### src/rtl/hmsc_pkg.sv
`timescale 1ns / 1ps
`default_nettype none

package hmsc_pkg;

  localparam int unsigned SEC_W  = 6;
  localparam int unsigned MIN_W  = 6;
  localparam int unsigned HOUR_W = 5;
  localparam int unsigned CNT_W  = 8;
  localparam int unsigned IDX_W  = 3;
  localparam int unsigned BYTE_W = 8;

  localparam logic [CNT_W-1:0] SEC_LIMIT  = 8'd60;
  localparam logic [CNT_W-1:0] MIN_LIMIT  = 8'd60;
  localparam logic [CNT_W-1:0] HOUR_LIMIT = 8'd24;

  // frame positions
  localparam logic [IDX_W-1:0] IDX_SEC_TENS   = 3'd0;
  localparam logic [IDX_W-1:0] IDX_SEC_UNITS  = 3'd1;
  localparam logic [IDX_W-1:0] IDX_BLANK_A    = 3'd2;
  localparam logic [IDX_W-1:0] IDX_BLANK_B    = 3'd3;
  localparam logic [IDX_W-1:0] IDX_MIN_TENS   = 3'd4;
  localparam logic [IDX_W-1:0] IDX_MIN_UNITS  = 3'd5;
  localparam logic [IDX_W-1:0] IDX_HOUR_TENS  = 3'd6;
  localparam logic [IDX_W-1:0] IDX_HOUR_UNITS = 3'd7;
  localparam logic [IDX_W-1:0] IDX_LAST       = IDX_HOUR_UNITS;

  localparam logic [BYTE_W-1:0] BLANK_BYTE = 8'h00;

  typedef struct packed {
    logic [3:0] tens;
    logic [3:0] units;
  } digits_t;

  function automatic logic [BYTE_W-1:0] seg_of(input logic [3:0] digit);
    logic [BYTE_W-1:0] pat;
    case (digit)
      4'd0:    pat = 8'b0111_0111;
      4'd1:    pat = 8'b0010_0100;
      4'd2:    pat = 8'b0110_1011;
      4'd3:    pat = 8'b0110_1101;
      4'd4:    pat = 8'b0011_1100;
      4'd5:    pat = 8'b0101_1101;
      4'd6:    pat = 8'b0101_1111;
      4'd7:    pat = 8'b0110_0100;
      4'd8:    pat = 8'b0111_1111;
      4'd9:    pat = 8'b0111_1100;
      default: pat = BLANK_BYTE;
    endcase
    return pat;
  endfunction

  // divide by ten via multiply by 13 and shift, exact for 0..63
  function automatic digits_t split_digits(input logic [5:0] v);
    logic [9:0] prod;
    logic [2:0] tens;
    logic [5:0] rem;
    digits_t    d;
    prod    = 10'(v) * 10'd13;
    tens    = prod[9:7];
    rem     = v - 6'(6'(tens) * 6'd10);
    d.tens  = {1'b0, tens};
    d.units = rem[3:0];
    return d;
  endfunction

endpackage

`default_nettype wire

### src/rtl/hms_clock_seven_segment_frame.sv
`timescale 1ns / 1ps
`default_nettype none

// channel   direction  handshake           payload
// in_       input      in_valid/in_stall   tick, key flags, refresh
// out_      output     out_valid/out_stall display_byte, byte_index, last
//
// an item without refresh only updates the time; the update is done in the
// accept cycle and lands in the count registers.
// an item with refresh also sends a frame from a snapshot register, one byte
// a cycle while out_stall is low; the next item is taken with the last byte.
// rst_n clears the time to 00:00:00 and drops out_valid.
// out_stall holds the current byte and, on the final byte, holds off input.

module hms_clock_seven_segment_frame (
  input  wire logic                        clk,
  input  wire logic                        rst_n,
  input  wire logic                        in_valid,
  output      logic                        in_stall,
  input  wire logic                        in_tick,
  input  wire logic                        in_hour_down,
  input  wire logic                        in_minute_up,
  input  wire logic                        in_minute_down,
  input  wire logic                        in_second_up,
  input  wire logic                        in_hour_up,
  input  wire logic                        in_clear_time,
  input  wire logic                        in_refresh,
  output      logic                        out_valid,
  input  wire logic                        out_stall,
  output      logic [hmsc_pkg::BYTE_W-1:0] out_display_byte,
  output      logic [hmsc_pkg::IDX_W-1:0]  out_byte_index,
  output      logic                        out_last
);
  import hmsc_pkg::*;

  logic [SEC_W-1:0]  sec_r,  sec_nxt;
  logic [MIN_W-1:0]  min_r,  min_nxt;
  logic [HOUR_W-1:0] hour_r, hour_nxt;

  logic [SEC_W-1:0]  snap_sec_r;
  logic [MIN_W-1:0]  snap_min_r;
  logic [HOUR_W-1:0] snap_hour_r;

  logic             busy_r, busy_nxt;
  logic [IDX_W-1:0] idx_r,  idx_nxt;

  logic in_take, out_take, frame_done;

  logic [CNT_W-1:0] s8, m8, h8, m9, h9;
  logic             s_carry, m_carry;

  digits_t           dig;
  logic [SEC_W-1:0]  dig_src;
  logic [BYTE_W-1:0] units_seg;

  assign out_take   = busy_r && !out_stall;
  assign frame_done = out_take && (idx_r == IDX_LAST);
  assign in_stall   = busy_r && !frame_done;
  assign in_take    = in_valid && !in_stall;

  // time update, eight-bit wrapping counts then normalise
  always_comb begin
    s8 = CNT_W'(sec_r) + CNT_W'(in_tick) + CNT_W'(in_second_up);
    m8 = CNT_W'(min_r) + CNT_W'(in_minute_up) - CNT_W'(in_minute_down);
    h8 = CNT_W'(hour_r) - CNT_W'(in_hour_down) + CNT_W'(in_hour_up);
    if (in_clear_time) begin
      s8 = '0;
      m8 = '0;
      h8 = '0;
    end
    s_carry = (s8 >= SEC_LIMIT);
    m9      = m8 + CNT_W'(s_carry);
    m_carry = (m9 >= MIN_LIMIT);
    h9      = h8 + CNT_W'(m_carry);
    sec_nxt  = s_carry ? '0 : s8[SEC_W-1:0];
    min_nxt  = m_carry ? '0 : m9[MIN_W-1:0];
    hour_nxt = (h9 >= HOUR_LIMIT) ? '0 : h9[HOUR_W-1:0];
  end

  always_comb begin
    busy_nxt = busy_r;
    idx_nxt  = idx_r;
    if (out_take) begin
      idx_nxt = idx_r + IDX_W'(1);
      if (idx_r == IDX_LAST) begin
        busy_nxt = 1'b0;
      end
    end
    if (in_take && in_refresh) begin
      busy_nxt = 1'b1;
      idx_nxt  = IDX_SEC_TENS;
    end
  end

  always_ff @(posedge clk) begin
    if (!rst_n) begin
      sec_r  <= '0;
      min_r  <= '0;
      hour_r <= '0;
      busy_r <= 1'b0;
      idx_r  <= IDX_SEC_TENS;
    end else begin
      busy_r <= busy_nxt;
      idx_r  <= idx_nxt;
      if (in_take) begin
        sec_r  <= sec_nxt;
        min_r  <= min_nxt;
        hour_r <= hour_nxt;
      end
    end
  end

  always_ff @(posedge clk) begin
    if (in_take && in_refresh) begin
      snap_sec_r  <= sec_nxt;
      snap_min_r  <= min_nxt;
      snap_hour_r <= hour_nxt;
    end
  end

  // frame byte from the snapshot
  always_comb begin
    case (idx_r)
      IDX_SEC_TENS, IDX_SEC_UNITS:   dig_src = snap_sec_r;
      IDX_MIN_TENS, IDX_MIN_UNITS:   dig_src = snap_min_r;
      IDX_HOUR_TENS, IDX_HOUR_UNITS: dig_src = SEC_W'(snap_hour_r);
      default:                       dig_src = '0;
    endcase
    dig = split_digits(dig_src);
  end

  assign units_seg = seg_of(dig.units);

  always_comb begin
    case (idx_r)
      IDX_SEC_TENS, IDX_MIN_TENS, IDX_HOUR_TENS: begin
        out_display_byte = seg_of(dig.tens);
      end
      IDX_SEC_UNITS, IDX_MIN_UNITS, IDX_HOUR_UNITS: begin
        out_display_byte = {units_seg[BYTE_W-2:0], 1'b0};
      end
      IDX_BLANK_A, IDX_BLANK_B: out_display_byte = BLANK_BYTE;
      default:                  out_display_byte = BLANK_BYTE;
    endcase
  end

  assign out_valid      = busy_r;
  assign out_byte_index = idx_r;
  assign out_last       = (idx_r == IDX_LAST);

  a_accept_only_at_frame_end: assert property (@(posedge clk) disable iff (!rst_n)
    (busy_r && in_valid && !in_stall) |-> (!out_stall && idx_r == IDX_LAST))
    else $error("input taken in the middle of a frame");

  a_time_in_range: assert property (@(posedge clk) disable iff (!rst_n)
    (CNT_W'(sec_r) < SEC_LIMIT) && (CNT_W'(min_r) < MIN_LIMIT)
      && (CNT_W'(hour_r) < HOUR_LIMIT))
    else $error("time count out of range");

  a_frame_starts: assert property (@(posedge clk) disable iff (!rst_n)
    (in_valid && !in_stall && in_refresh) |=> (out_valid && idx_r == IDX_SEC_TENS))
    else $error("refresh did not start a frame");

  a_frame_advances: assert property (@(posedge clk) disable iff (!rst_n)
    (out_valid && !out_stall && idx_r != IDX_LAST)
      |=> (out_valid && idx_r == $past(idx_r) + IDX_W'(1)))
    else $error("frame byte skipped or repeated");

  a_idle_no_output: assert property (@(posedge clk) disable iff (!rst_n)
    (out_valid && !out_stall && idx_r == IDX_LAST && !(in_valid && in_refresh))
      |=> !out_valid)
    else $error("output valid without a pending frame");

endmodule

`default_nettype wire
### config.mk
export PLATFORM = sky130hd
export DESIGN_NAME = hms_clock_seven_segment_frame
export DESIGN_NICKNAME = d
export VERILOG_FILES = /design/src/rtl/hmsc_pkg.sv /design/src/rtl/hms_clock_seven_segment_frame.sv
export SDC_FILE = /design/constraint.sdc
export NUM_CORES = 1
export LEC_CHECK = 0
export ABC_AREA = 1
export BUFFER_PORTS_ARGS = -buffer_cell sky130_fd_sc_hd__buf_2
export CAP_MARGIN = 20
export CORE_MARGIN = 3
export CORE_UTILIZATION = 50
export DETAILED_ROUTE_END_ITERATION = 16
export PLACE_DENSITY = 0.76
export RECOVER_POWER = 100
export SLEW_MARGIN = 20
export SYNTH_ARGS = -nofsm -noshare
export SYNTH_HDL_FRONTEND = slang
export SYNTH_SLANG_ARGS = --single-unit
### constraint.sdc
create_clock -name clk -period 4.9 [get_ports clk]
set_input_delay 0.49 -clock clk [delete_from_list [all_inputs] [get_ports clk]]
set_output_delay 0.49 -clock clk [all_outputs]
set_load 0.03 [all_outputs]
==> results_dict.tcl, run 1 <==
set metrics [dict create \
    syn_avg_cell_area_sq_um 7.26 \
    die_h_um 92.6 \
    clkTransAtPathRegs_ns 0.07 \
    dieArea_sq_um 8580 \
    endpoint "out_display_byte[7]" \
    cts_tree "yes" \
    dp_hpwl_mm 6.30 \
    finalHoldViolations 0 \
    end_kind "primary output" \
    yosys.area_share.adder_pct 19.0 \
    rr_worst_depth 30 \
    drv_cap 0 \
    min_path_type "in -> reg" \
    synth_nets 583 \
    grtUsageTotal_pct 21.9 \
    synth-main-ff-cell "dfxtp_1" \
    ir_worst_vdd_uv 320 \
    worst-setup-path-type "reg -> out" \
    synth_top_family_by_area "simple AND/OR/NAND/NOR gates" \
    cp.arrival_ns 4.69 \
    tightest_slew_ns 0.860 \
    max-clock-path-buffers 2 \
    antenna_found_initial 0 \
    crit_start "out_byte_index[0]" \
    wire_per_inst_um 13.5 \
    rsz0062_at_grt "yes" \
    synth-simple-area-share_pct 33.0 \
    cpMostUsedCell "nand2_4" \
    finalPower_mw 1.58 \
    start_util_pct 53.5 \
    synthTopCellsByArea "ha_1 16%, edfxtp_1 14%, dfxtp_1 11%" \
    placement_rows 30 \
    syn_to_final_growth_pct 31.0 \
    htreeDepth 2 \
    synth_xor_area_share_pct 1.83 \
    io_pins 26 \
    synth_compound_area_share_pct 10.0 \
    ant_nets 0 \
    vias_per_cell 5.24 \
    cts_hold_repair.buffers 0 \
    place.gp.congestion 0.860 \
    met1_usage_pct 25.1 \
    yosysSeqAreaShare_pct 24.8 \
    drcViolationCount 0 \
    die_w_um 92.6 \
    slew_headroom_pct 42.6 \
    synthMuxAreaShare_pct 0 \
    slowest_stage "fa_1" \
    final_nets 649 \
    antennaDiodeCount 0 \
    synth_common_cells "106 x nand2_1, 97 x inv_1, 49 x ha_1" \
    drtIter0Drc 64 \
    synth_cells 517 \
    crit-reg2reg-launch "sec_r[0]" \
    cts_buffers 5 \
    setup_ws_ns -0.283 \
    async_flop_share_pct 0 \
    critPathMaxFanout 6 \
    max_freq_mhz 193 \
    dpl_cell_area_sq_um 4100 \
    grt_pass1_wl_mm 15.5 \
    io_buffers 25 \
    period_needed_ns 5.18 \
    yosysWarningCount 0 \
    p_leak_nw 2.49 \
    grt_max_degree 35 \
    slowest_delay_ns 0.52 \
    clock_sinks 38 \
    fin_area_sq_um 4910 \
    clockRootBuffer "clkbuf_8" \
    route.vias.total 3562 \
    final.setup.tns_ns -1.68 \
    synth_edf_count 17 \
    regToRegSetupSlack_ns 0.73 \
    yosys.area.top_type_share_pct 16.3 \
    gr-max-usage-layer "met2" \
    status "finished, violations left" \
    drive_gt1_share_pct 31.3 \
    crit_required_ns 4.41 \
    setup-violations-final 7 \
    use_met3_pct 2.92 \
    drt-pass1-iter-count 5 \
    grt-ovfl-total 0 \
    cp-start-kind "register" \
    yosysTopAreaCell "ha_1" \
    synth-seq-cells 38 \
    finalMaxSlewViolations 0 \
    power-per-cell-area_nw_per_um2 322 \
    netlist_area_sq_um 3750 \
    ys_types 39 \
    clock_latency_ns 0.29 \
    yosys.cell_count.top_type "nand2_1" \
    violations "setup timing" \
    r2r_end "snap_hour_r[0]" \
    routed_wl_mm 9.20 \
    grtUsageMet2_pct 40.8 \
    core-area_sq_um 7020 \
    period_share_pct 106 \
    fin_skew_ns 0.00566 \
    grt_pass1_vias 3544 \
]
==> area by class of cell <==
type,instances,area [sq um]
Clock inverter,3,63.8
Tap cell,96,120
Timing Repair Buffer,65,469
Fill cell,537,2100
Multi-Input combinational cell,370,2860
Sequential cell,38,940
Clock buffer,5,68.8
Inverter,103,397
==> worst min path at each step <==
stage | startpoint | end | slack, ns | depth (start not counted)
3_3_place_gp | out_byte_index[1] | out_byte_index[1] | 0.48 | 2
5_1_grt | out_stall | out_byte_index[1] | 0.50 | 4
3_5_place_dp | out_byte_index[1] | out_byte_index[1] | 0.49 | 2
4_1_cts | out_stall | out_byte_index[1] | 0.48 | 4
2_1_floorplan | hour_r[0] | hour_r[0] | 0.50 | 2
6_report | out_stall | out_byte_index[1] | 0.49 | 4
==> worst max-delay path, delay by kind of cell (launching register included) <==
family                   cells  cell delay, ns
AO/OA/AOI/OAI                1            0.19
XOR/XNOR                     1            0.23
adder cells (fa/ha/maj)      6            1.76
buffers and inverters        8            0.69
flip-flops                   1            0.40
AND/OR/NAND/NOR             14            1.10
==> cells by family (layout without fill, tap and decap cells) <==
logic type	Yosys count	count (layout)
flops	38	38
xor+xnor	7	7
simple gates	241	241
buf+inv	109	176
compound gates	68	68
fa+ha+maj	54	54
==> flip-flops by register name, summed over array words and instances (netlist names) <==
signal and count:
out_byte_index 3, sec_r 6, out_valid 1, hour_r 5, snap_min_r 6, snap_sec_r 6, snap_hour_r 5, min_r 6
==> power by group <==
part           total (mW)  internal [mW]  switching (mW)  leakage [nW]
sequential          0.377          0.361          0.0165         0.338
clock               0.309          0.201           0.108        0.0658
combinational       0.894          0.356           0.538          2.09
total                1.58          0.919           0.662          2.49
==> layer usage <==
layer / share of wire, % / vias to the layer above
met4: 3.7 / 0
met5: 0 / -
li1: - / 1799
met1: 41 / 1640
met3: 2.9 / 41
met2: 53 / 82
==> placed cells by master (no fill, tap or decap), types with 3 or more instances in the layout <==
cell type	instances
inv_1	86
nand2_1	86
buf_4	39
ha_1	35
nand3_1	31
nor2_1	31
o21ai_0	30
a21oi_1	27
nand2_2	22
dfxtp_1	18
edfxtp_1	17
nand2_4	15
nand3_4	15
buf_2	15
nand4_1	14
ha_4	14
inv_2	13
nand3_2	13
buf_6	8
xor2_1	6
clkbuf_8	5
fa_1	4
nor3_1	3
nor2_2	3
clkbuf_1	3
==> metrics by stage <==
stage	util, %	hold slack, ns	std cells	setup WS, ns
final	70.0	0.486	680	-0.283
after global routing	70.0	0.503	680	-0.453
after CTS	67.6	0.481	673	-0.0156
after detailed placement	58.3	0.490	643	-0.109
after global placement	58.3	0.483	643	-0.0137
after floorplan	-	0.505	517	0.0247
==> timing repair <==
item | in CTS | in global routing
buffers inserted | 22 | 7
pin swaps | 35 | 20
endpoints found under the hold margin | 0 | 0
resized for setup | 77 | 21
setup endpoints to repair | 7 | 7
Power figures use the tool's default switching activity.
==> inputs of run 2 (changes only) <==
==> constraint.sdc (replaced) <==
create_clock -name clk -period 4.58 [get_ports clk]
set_input_delay 0.458 -clock clk [delete_from_list [all_inputs] [get_ports clk]]
set_output_delay 0.458 -clock clk [all_outputs]
set_load 0.03 [all_outputs]
==> run 2 against run 1 <==
Clock power down 28%; core utilization fell by 2.0 points; register-to-register slack worse by 0.33 ns; cell count unchanged; the run still ends with setup timing left; die area unchanged; routed wire length down 7.5%; clock skew is 0.0026 ns higher; sequential power is 7.2% higher; non-clock buffer count did not move; setup slack worse by 0.035 ns.
==> results_dict.tcl, run 2 (synthesis gave the netlist of run 1 again) <==
set metrics [dict create \
    dp_hpwl_mm 6.54 \
    die_h_um 92.6 \
    cts_tree "yes" \
    vias_per_cell 5.12 \
    syn_to_final_growth_pct 27.2 \
    instances_no_fill 680 \
    start_util_pct 53.5 \
    cp.arrival_ns 4.44 \
    min_from "out_stall" \
    worst-setup-path-type "reg -> out" \
    crit-reg2reg-launch "sec_r[0]" \
    slowest_delay_ns 0.52 \
    regToRegSetupSlack_ns 0.40 \
    fin_skew_ns 0.00825 \
    die_w_um 92.6 \
    fillers 566 \
    tightest_slew_ns 0.848 \
    cts_buffers 5 \
    clockRootBuffer "clkbuf_8" \
    final_nets 649 \
    violations "setup timing" \
    io_buffers 25 \
    r2r_end "snap_hour_r[0]" \
    max-clock-path-buffers 2 \
    drv_cap 0 \
    hold_path_end "out_byte_index[1]" \
    clock_sinks 38 \
    hold_depth 4 \
    routed_wl_mm 8.51 \
    grt_pass1_vias 3406 \
    grtUsageTotal_pct 20.9 \
    cp_top_family "adder cells" \
    drive_gt1_share_pct 30.8 \
    dp.cells 660 \
    finalHoldViolations 0 \
    placement_rows 30 \
    clkTransAtPathRegs_ns 0.08 \
    dieArea_sq_um 8580 \
    place.gp.congestion 0.853 \
    p_leak_nw 2.41 \
    period_share_pct 107 \
    ant_nets 0 \
    antennaDiodeCount 0 \
    setup_ws_ns -0.319 \
    htreeDepth 2 \
    grt_pass1_wl_mm 14.8 \
    final_cell_mix "86 x inv_1, 84 x nand2_1, 38 x buf_4" \
    max_freq_mhz 204 \
    slowest_stage "fa_1" \
    drt-pass1-iter-count 4 \
    drcViolationCount 0 \
    cp_num_buf_inv 7 \
    grt-ovfl-total 0 \
    end_kind "primary output" \
    core-area_sq_um 7020 \
    postLayoutCoreUtil_pct 68.0 \
    antenna_found_initial 0 \
    grt_max_degree 35 \
    period_needed_ns 4.90 \
    route.vias.total 3479 \
    final.setup.tns_ns -2.12 \
    io_pins 26 \
    setup-violations-final 7 \
    drtIter0Drc 99 \
    critPathMaxFanout 5 \
    cp-start-kind "register" \
    layout_commonest_cell "inv_1" \
    slew_headroom_pct 43.4 \
    wire_per_inst_um 12.5 \
    power-per-cell-area_nw_per_um2 314 \
    ir_worst_vdd_uv 157 \
    status "finished, violations left" \
    timing.hold.ws_ns 0.458 \
    min_path_type "in -> reg" \
    rsz0062_at_grt "yes" \
    rr_worst_depth 29 \
    finalMaxSlewViolations 0 \
    crit_required_ns 4.12 \
    clock_latency_ns 0.29 \
]
-- run 2: changes by cell type in the layout (fill, tap and decap cells not counted), sizes merged --
cell      delta
clkinvlp     +1
clkbuf       +4
clkinv       +1
bufinv       -2
buf          -4
-- run 2: worst max path at each step --
stage	cells after the start	slack (ns)	startpoint	to
finish	29	-0.32	out_byte_index[0]	out_display_byte[6]
global route	25	-0.51	out_byte_index[1]	out_display_byte[3]
CTS	27	-0.34	out_byte_index[1]	out_display_byte[6]
detailed placement	30	-0.20	out_byte_index[1]	out_display_byte[6]
global placement	30	-0.09	out_byte_index[1]	out_display_byte[6]
floorplan	24	0.001	out_byte_index[0]	out_display_byte[7]
-- run 2: layout make-up --
| type | instances | area, sq um | area share (%) |
|---|---|---|---|
| Timing Repair Buffer | 65 | 460 | 9.65 |
| Clock inverter | 3 | 16.3 | 0.341 |
| Inverter | 103 | 397 | 8.31 |
| Multi-Input combinational cell | 370 | 2770 | 58.1 |
| Clock buffer | 5 | 68.8 | 1.44 |
| Tap cell | 96 | 120 | 2.52 |
| Sequential cell | 38 | 940 | 19.7 |
-- run 2: metal layers --
layer | part of all wire (%) | track usage, % | vias to the layer above
li1 | - | - | 1799
met1 | 42 | 23.4 | 1628
met2 | 54 | 40.9 | 41
met3 | 1.9 | 1.71 | 11
met4 | 1.5 | 7.33 | 0
met5 | 0 | 0 | -
-- run 2: metrics by stage --
step / instance area, sq um / setup WS (ns) / total power [mW]
detailed placement: 4330 / -0.198 / 1.19
CTS: 4750 / -0.335 / 1.49
finish: 4770 / -0.319 / 1.50
global placement: 4330 / -0.0928 / 1.16
global route: 4770 / -0.508 / 1.62
floorplan: 3910 / 0.00108 / 1.00
-- run 2: worst register-to-register path: cells and delay by family (launching register included) --
kind	cells	cell delay [ns]
AND/OR/NAND/NOR	19	2.14
flip-flops	1	0.33
adder cells (fa/ha/maj)	5	1.16
buffers and inverters	5	0.31
-- run 2: power breakdown --
group          switching, mW  internal [mW]  total, mW
Combinational          0.528          0.346      0.874
Sequential            0.0182          0.386      0.404
Clock                  0.117          0.104      0.221
-- run 2: repair_timing --
action,CTS,global route
endpoints found under the hold margin,0,0
setup endpoints to repair,7,17
cloned,0,0
pin swaps,19,18
buffers inserted,9,3
hold buffers,0,0
gates resized for setup,61,10
